==> config.mk <==
export PLATFORM = sky130hd
export DESIGN_NAME = frame_receiver_xor_checksum
export DESIGN_NICKNAME = d
export VERILOG_FILES = /design/src/frc_pkg.sv /design/src/frame_receiver_xor_checksum.sv /design/src/frc_step.sv
export SDC_FILE = /design/constraint.sdc
export NUM_CORES = 1
export LEC_CHECK = 0
export BUFFER_PORTS_ARGS = -buffer_cell sky130_fd_sc_hd__buf_2
export CORE_MARGIN = 2
export CORE_UTILIZATION = 50
export CTS_BUF_LIST = sky130_fd_sc_hd__clkbuf_16
export DETAILED_ROUTE_END_ITERATION = 6
export PLACE_DENSITY = 0.74
export SYNTH_ARGS = -nofsm -noshare
export SYNTH_HDL_FRONTEND = slang
export SYNTH_SLANG_ARGS = --single-unit
export TNS_END_PERCENT = 1
==> constraint.sdc <==
create_clock -name clk -period 2.2 [get_ports clk]
set_clock_uncertainty 0.2 [all_clocks]
set_input_delay 0.33 -clock clk [delete_from_list [all_inputs] [get_ports clk]]
set_output_delay 0.33 -clock clk [all_outputs]
set_load 0.01 [all_outputs]
==> src/frc_pkg.sv <==
// ----------------------------------------------------------------------------
// frc_pkg: shared types and constants for the frame receiver.
// Holds the receive phase encoding, event codes, sync constants and the
// structs that carry receiver state and one result.
// ----------------------------------------------------------------------------
`default_nettype none

package frc_pkg;

	localparam logic [7:0] SYNC_FIRST    = 8'hA5;
	localparam logic [7:0] SYNC_SECOND   = 8'h5A;
	localparam logic [7:0] MAX_LEN_RESET = 8'd160;

	// Receive phase; the two unused codes behave like the first sync hunt.
	typedef enum logic [2:0] {
		PH_HUNT0 = 3'd0,
		PH_HUNT1 = 3'd1,
		PH_TYPE  = 3'd2,
		PH_LEN   = 3'd3,
		PH_DATA  = 3'd4,
		PH_CHECK = 3'd5
	} phase_t;

	typedef enum logic [2:0] {
		EV_NONE    = 3'd0,
		EV_DATA    = 3'd1,
		EV_GOOD    = 3'd2,
		EV_BADSUM  = 3'd3,
		EV_TOOLONG = 3'd4
	} event_t;

	typedef struct packed {
		phase_t     phase;
		logic [7:0] held_type;
		logic [7:0] held_length;
		logic [7:0] byte_position;
		logic [7:0] running_xor;
	} rx_state_t;

	typedef struct packed {
		event_t     ev;
		logic [7:0] pkt_type;
		logic [7:0] frame_length;
		logic [7:0] payload_byte;
		logic [7:0] byte_index;
	} result_t;

endpackage

`default_nettype wire

==> src/frame_receiver_xor_checksum.sv <==
// A byte accepted into the input register has its result transaction loaded
// into the result register once that register is empty or draining.
// Throughput: one byte per cycle while out_stall is low; the state update is one pass through frc_step.
// Reset clears both pipeline stages, the receiver goes to the first sync hunt
// and the maximum payload length returns to 160.
// ----------------------------------------------------------------------------
// frame_receiver_xor_checksum: sync-word framed receiver with XOR check.
// Hunts for 0xA5 0x5A, reads type and length, streams payload bytes with
// their index and reports good frame, checksum error or over-long frame.
// ----------------------------------------------------------------------------
`default_nettype none

module frame_receiver_xor_checksum (
	input  wire logic       clk,
	input  wire logic       arst_n,
	input  wire logic       cfg_wr_en,
	input  wire logic [7:0] cfg_wr_data,
	input  wire logic       in_valid,
	output logic            in_stall,
	input  wire logic [7:0] rx_byte,
	output logic            out_valid,
	input  wire logic       out_stall,
	output logic [2:0]      event_res,
	output logic [7:0]      pkt_type,
	output logic [7:0]      frame_length,
	output logic [7:0]      payload_byte,
	output logic [7:0]      byte_index
);
	import frc_pkg::*;

	logic       valid_s1;
	logic [7:0] rx_byte_s1;
	logic       valid_s2;
	result_t    result_s2;
	rx_state_t  state_q;
	rx_state_t  state_next;
	result_t    result_next;
	logic [7:0] max_len_q;
	logic       load_s2;
	logic       load_s1;

	// Pipeline flow control: stage 2 loads when empty or drained.
	assign load_s2  = valid_s1 && (!valid_s2 || !out_stall);
	assign in_stall = valid_s1 && !load_s2;
	assign load_s1  = in_valid && !in_stall;

	// Configuration register.
	always_ff @(posedge clk or negedge arst_n) begin
		if (!arst_n) begin
			max_len_q <= MAX_LEN_RESET;
		end else if (cfg_wr_en) begin
			max_len_q <= cfg_wr_data;
		end
	end

	// Input register.
	always_ff @(posedge clk or negedge arst_n) begin
		if (!arst_n) begin
			valid_s1 <= 1'b0;
		end else if (load_s1) begin
			valid_s1 <= 1'b1;
		end else if (load_s2) begin
			valid_s1 <= 1'b0;
		end
	end

	always_ff @(posedge clk) begin
		if (load_s1) begin
			rx_byte_s1 <= rx_byte;
		end
	end

	frc_step u_step (
		.state      (state_q),
		.rx_byte    (rx_byte_s1),
		.max_len    (max_len_q),
		.state_next (state_next),
		.result     (result_next)
	);

	// Receiver state advances once per byte moved into the result register.
	always_ff @(posedge clk or negedge arst_n) begin
		if (!arst_n) begin
			state_q <= '{phase: PH_HUNT0, default: '0};
		end else if (load_s2) begin
			state_q <= state_next;
		end
	end

	// Result register.
	always_ff @(posedge clk or negedge arst_n) begin
		if (!arst_n) begin
			valid_s2 <= 1'b0;
		end else if (load_s2) begin
			valid_s2 <= 1'b1;
		end else if (!out_stall) begin
			valid_s2 <= 1'b0;
		end
	end

	always_ff @(posedge clk) begin
		if (load_s2) begin
			result_s2 <= result_next;
		end
	end

	assign out_valid    = valid_s2;
	assign event_res    = result_s2.ev;
	assign pkt_type     = result_s2.pkt_type;
	assign frame_length = result_s2.frame_length;
	assign payload_byte = result_s2.payload_byte;
	assign byte_index   = result_s2.byte_index;

endmodule

`default_nettype wire

==> src/frc_step.sv <==
// ----------------------------------------------------------------------------
// frc_step: per-byte deframing step.
// Given the current receiver state and one received byte, computes the next
// state and the single result the byte produces.
// ----------------------------------------------------------------------------
`default_nettype none

module frc_step (
	input  wire frc_pkg::rx_state_t state,
	input  wire logic [7:0]         rx_byte,
	input  wire logic [7:0]         max_len,
	output frc_pkg::rx_state_t      state_next,
	output frc_pkg::result_t        result
);
	import frc_pkg::*;

	logic [7:0] pos_inc;

	assign pos_inc = state.byte_position + 8'd1;

	// Next state and result for one byte.
	always_comb begin
		state_next = state;
		result     = '0;
		result.ev  = EV_NONE;
		unique case (state.phase)
			PH_HUNT1: begin
				state_next.phase = (rx_byte == SYNC_SECOND) ? PH_TYPE : PH_HUNT0;
			end
			PH_TYPE: begin
				state_next.held_type   = rx_byte;
				state_next.running_xor = rx_byte;
				state_next.phase       = PH_LEN;
			end
			PH_LEN: begin
				state_next.held_length   = rx_byte;
				state_next.byte_position = '0;
				state_next.running_xor   = state.running_xor ^ rx_byte;
				if (rx_byte > max_len) begin
					state_next.phase    = PH_HUNT0;
					result.ev           = EV_TOOLONG;
					result.pkt_type     = state.held_type;
					result.frame_length = rx_byte;
				end else begin
					state_next.phase = (rx_byte == 8'd0) ? PH_CHECK : PH_DATA;
				end
			end
			PH_DATA: begin
				result.ev                = EV_DATA;
				result.pkt_type          = state.held_type;
				result.frame_length      = state.held_length;
				result.payload_byte      = rx_byte;
				result.byte_index        = state.byte_position;
				state_next.running_xor   = state.running_xor ^ rx_byte;
				state_next.byte_position = pos_inc;
				if (pos_inc >= state.held_length) begin
					state_next.phase = PH_CHECK;
				end
			end
			PH_CHECK: begin
				state_next.phase    = PH_HUNT0;
				result.ev           = (rx_byte == state.running_xor) ? EV_GOOD : EV_BADSUM;
				result.pkt_type     = state.held_type;
				result.frame_length = state.held_length;
			end
			default: begin
				// First sync hunt; unused phase codes fall here as well.
				state_next.phase = (rx_byte == SYNC_FIRST) ? PH_HUNT1 : PH_HUNT0;
			end
		endcase
	end

endmodule

`default_nettype wire

# Word level (Yosys, flattened, before mapping)
# Cells that the tools add are included.
# Widths: inputs -> output; s select.
# totals
out_inout_bits	37
memories	0
rom_bits	0
register_bits	88
input_bits	21
latch_bits	0
ram_bits	0
elab_cells	61
# op_classes
shifts	0
muxes	15
div	0
order_cmp	2
addsub	1
n_reduce_logical	18
bitwise	1
n_eq_ne	10
multipliers	0
# ops
cell	n
$pmux 19 s3	1
$pmux 8 s2	2
$mux 19	1
$pmux 3 s5	1
$reduce_and 2->1	5
$add 8x1->8 const B	1
$eq 8x7->1 const B	1
$eq 8x8->1	1
$eq 8x8->1 const B	1
$ge 8x8->1	1
$gt 8x8->1	1
$logic_not 8->1	1
$xor 8x8->8	1
$mux 1	7
$eq 3x2->1 const B	2
$eq 3x3->1 const B	2
$mux 3	2
$reduce_bool 2->1	3
$logic_not 1->1	4
$ne 2x1->1 const B	2
$eq 3x1->1 const B	1
$logic_and 1x1->1	3
$mux 2	1
$reduce_or 2->1	1
$logic_or 1x1->1	1

# Logic depth before layout (Yosys ltp)
# depth
word_depth	8
ltp_mapped	9
mapped_depth_nobuf	9

# By module
# A second synthesis with hierarchy kept.
# hier_totals
cells_unflattened	399
area_unflattened_um2	4963.5
# by_module_without_submodules
mod	area_each_um2	cells_each	n_inst	seq_area_each_um2
frame_receiver_xor_checksum	3130.5	142	1	2419.8
frc_step	1833.0	257	1	0.0

# Least setup slack after synthesis
# OpenSTA, ideal clock, no wires.
# synth_path
path_kind	reg-to-reg
startpoint	register rx_byte_s1[0]
endpoint	register result_s2, in the netlist frame_length[7] (data pin)
stages_incl_launch_ff	10
arrival_time_ps	2001
required_ps	1871
path_buffers	2
setup_time_ps	129
setup_slack_ps	-129
period_less_slack_ps	2329
cell_sequence	edfxtp_1 > clkbuf_1 > inv_1 > ha_1 > nor2b_2 > o211ai_1 > a21o_1 > a2111oi_4 > buf_6 > a22o_4
# synth_rtl
item	line	rtl
start, declared	frame_receiver_xor_checksum.sv:32	logic [7:0] rx_byte_s1;
start signal, assigned	frame_receiver_xor_checksum.sv:69	rx_byte_s1 <= rx_byte;
end signal, assigned	frame_receiver_xor_checksum.sv:103	result_s2 <= result_next;
end, declared	frame_receiver_xor_checksum.sv:34	result_t result_s2;

# Final worst setup path
# layout_path
startpoint	register state_q[9] (netlist name)
endpoint	register state_q[32] (netlist name)
# layout_between
elab_chain_cells	4
# layout_rtl
item	line	rtl
start, declared	frame_receiver_xor_checksum.sv:35	rx_state_t state_q;
start signal, assigned	frame_receiver_xor_checksum.sv:86	state_q <= state_next;
$add 8x1->8	frc_step.sv:19	assign pos_inc = state.byte_position + 8'd1;
$ge 8x8->1	frc_step.sv:56	if (pos_inc >= state.held_length) begin
$ne 2x1->1 (no source line)	n/a	
$reduce_and 2->1 (no source line)	n/a	
# No other way between the ends.
# A chain may end at the register's enable or synchronous reset.

==> results.toml <==
[placement]
dpl_cell_area_sq_mm = 0.00481
gp_congestion = 0.823
place.detailed.hpwl_um = 5950
port_buffers = 57

[timing]
setup_viol = 11
slew_headroom = 0.548
fin_crit_ns = 2.28
rsz0062_at_grt = "true"
maxSlewViolCount = 0
fmax_mhz = 438
period_share = 1.04
finalHoldViolCount = 0
worst_slack_ns = -0.0836
worst_slew_pin_slew_ns = 0.674

[layout]
fillers = 633
register_area_sq_mm = 0.00242
multi_input_area_sq_mm = 0.00169
syn2layout_area_growth_pct = 26.7
design_area_sq_mm = 0.00531
layout.nets = 481
layout-drive-gt1-share = 0.328
diodes = 0

[yosys]
synth_area_sq_mm = 0.00419
synth_edf_count = 43
yosysTopAreaCellShare = 0.308
yosysTopAreaCell = "edfxtp_1"
syn_inst = 351
synthArstFlopShare = 0.511
synth_ff_type = "edfxtp_1"
yosysUniqueCellTypes = 43
syn_avg_cell_area_sq_um = 11.9
synth_area_leaders = "edfxtp_1, dfrtp_1, ha_1"
yosysSeqAreaShare = 0.577
yosys_warnings = 0
syn_nets = 389
ys_ff_latch = 88

[power]
finalPower_mw = 5.12
p_leak_nw = 2.27
power_density_mw_per_mm2 = 963
ir_worst_vdd_mv = 0.518

[grt]
grt_use_total = 0.218
grt_max_degree = 26
antenna_found_initial = 0
grt_remaining_overflow = 0
grt_pass1_vias = 3137
grt_pass1_wl_um = 15000

[clock_network]
cts_buffers = 9
clkSinkCount = 88
cts_tree = "done"
cts.root.buffer_cell = "clkbuf_16"
insertion_delay_ns = 0.34
cts-htree-levels = 3
cts.clk_slew.worst_paths_ns = 0.07
clock_path_buffers = 2

[setup_path]
cp-start-kind = "flop"
cp_data_arrival_time_ns = 2.30
worst-path-max-fanout = 3
critPathRequiredTime_ns = 2.21
critPathKind = "reg -> reg"
critPathCaptureType = "flop"

[floorplan]
coreArea_sq_mm = 0.00818
io_pins = 58
initial_utilization = 0.513
die_y_um = 95.6
die_area_sq_mm = 0.00913
num_rows = 33
die_x_um = 95.6

[worst_hold_path]
min_path_type = "in -> reg"

[routing]
wirelength_um = 9250
drt_iter0_drc = 199
antenna_left = 0
num_vias = 3083
avgViaCountPerCell = 5.58
drc_errors = 0
firstDrtPassIters = 4
wl_per_cell_um = 16.7

[job]
cap_violations = 0

[run_status]
violations = "setup timing"
status = "finished, violations left"
## cells in the mapped netlist, drive strengths merged (2+ instances only)
library cell / instances
and3: 3
nor2b: 2
a31oi: 2
nor3: 3
xor2: 6
or4: 2
a21oi: 16
edfxtp: 43
o21a: 9
nand2b: 6
and2: 17
xnor2: 8
nand3: 7
a22o: 8
nor4: 2
nor2: 8
a211oi: 2
dfrtp: 43
o22ai: 16
ha: 17
nand2: 29
o21ai: 16
a32o: 5
clkbuf: 16
dfstp: 2
o211ai: 3
a221oi: 9
nand4: 5
a2111oi: 2
buf: 7
inv: 17
mux2: 16
## layout by cell type, fill, tap and decap left out, drive strengths merged, types with 7 or more instances in the layout
cell,count
dlygate4sd3,12
clkbuf,9
dfrtp,43
a22o,8
o21ai,16
inv,21
ha,17
nand3,7
nor2,8
a221oi,9
mux2,16
nand2,29
xnor2,8
edfxtp,43
and2,17
buf,92
o22ai,16
o21a,9
a21oi,16
## state kept, by name (all words and copies together) (netlist names)
name / flops
byte_index: 8
payload_byte: 8
rx_byte_s1: 8
pkt_type: 8
event_res: 3
max_len_q: 8
state_q: 35
valid_s1: 1
out_valid: 1
frame_length: 8
## worst paths after layout
path                                     start  slack [ns]  depth (start not counted)            to
worst max-delay path                state_q[9]       -0.08                          9   state_q[32]
worst min-delay path            cfg_wr_data[1]       0.004                          3  max_len_q[1]
worst max register to register      state_q[9]       -0.08                          9   state_q[32]
worst min register to register        valid_s1        0.30                          1     out_valid
max in group asynchronous               arst_n        0.97                          3   state_q[22]
min in group asynchronous               arst_n        0.31                          2    state_q[6]
## power breakdown
part	switching (mW)	internal, mW
clock	0.686	0.906
combinational	0.783	0.623
sequential	0.148	1.97
total	1.62	3.50
## kinds of logic after synthesis
kind of cell / count (synthesis) / synth area share
multiplexers: 16 / 0.0430
buffers and inverters: 40 / 0.0388
adder cells (fa/ha/maj): 17 / 0.0507
AND/OR/NAND/NOR: 85 / 0.107
AO/OA/AOI/OAI: 91 / 0.154
flip-flops: 88 / 0.577
XOR/XNOR: 14 / 0.0292
## critical path: stages, from the launching register on
cell,delay [ns]
dfrtp_1,0.40
and3_4,0.19
and3_4,0.16
and3_4,0.17
xor2_2,0.15
ha_1,0.32
a21oi_2,0.19
o2111ai_2,0.15
a21oi_1,0.17
a21oi_1,0.05
## through the flow
| step | cells | TNS [ns] | util | worst slack (ns) | hold slack [ns] |
|---|---|---|---|---|---|
| 5_1_grt | 553 | -2.22 | 0.650 | -0.212 | 0.0182 |
| 6_report | 553 | -0.315 | 0.650 | -0.0836 | 0.00409 |
| 3_5_place_dp | 521 | -0.757 | 0.588 | -0.102 | 0.147 |
| 3_3_place_gp | 521 | -0.298 | 0.588 | -0.0720 | 0.137 |
| 2_1_floorplan | 351 | -0.489 | - | -0.0399 | -0.166 |
| 4_1_cts | 551 | -0.951 | 0.645 | -0.0706 | 0.000305 |
## per-layer routing
metal  part of all wire  up-vias  track usage
li1                   -     1483            -
met1               0.39     1464        0.269
met2               0.53      121        0.375
met3              0.070       15       0.0372
met4              0.014        0       0.0988
met5                  0        -            0
## timing repair
item	CTS	global route
hold buffers	12	0
buffers inserted	2	2
pin swaps	11	23
setup endpoints to repair	19	20
gates resized for setup	4	7
endpoints found under the hold margin	29	0
## final cells by class
type,count,share of cell area
sequential,88,0.455
multi-input combinational,223,0.319
timing repair buffer,104,0.130
clock buffer,9,0.0424
tap,105,0.0247
clock inverter,7,0.0163
inverter,17,0.0120
Note: power is estimated with default switching activity, not from simulation.
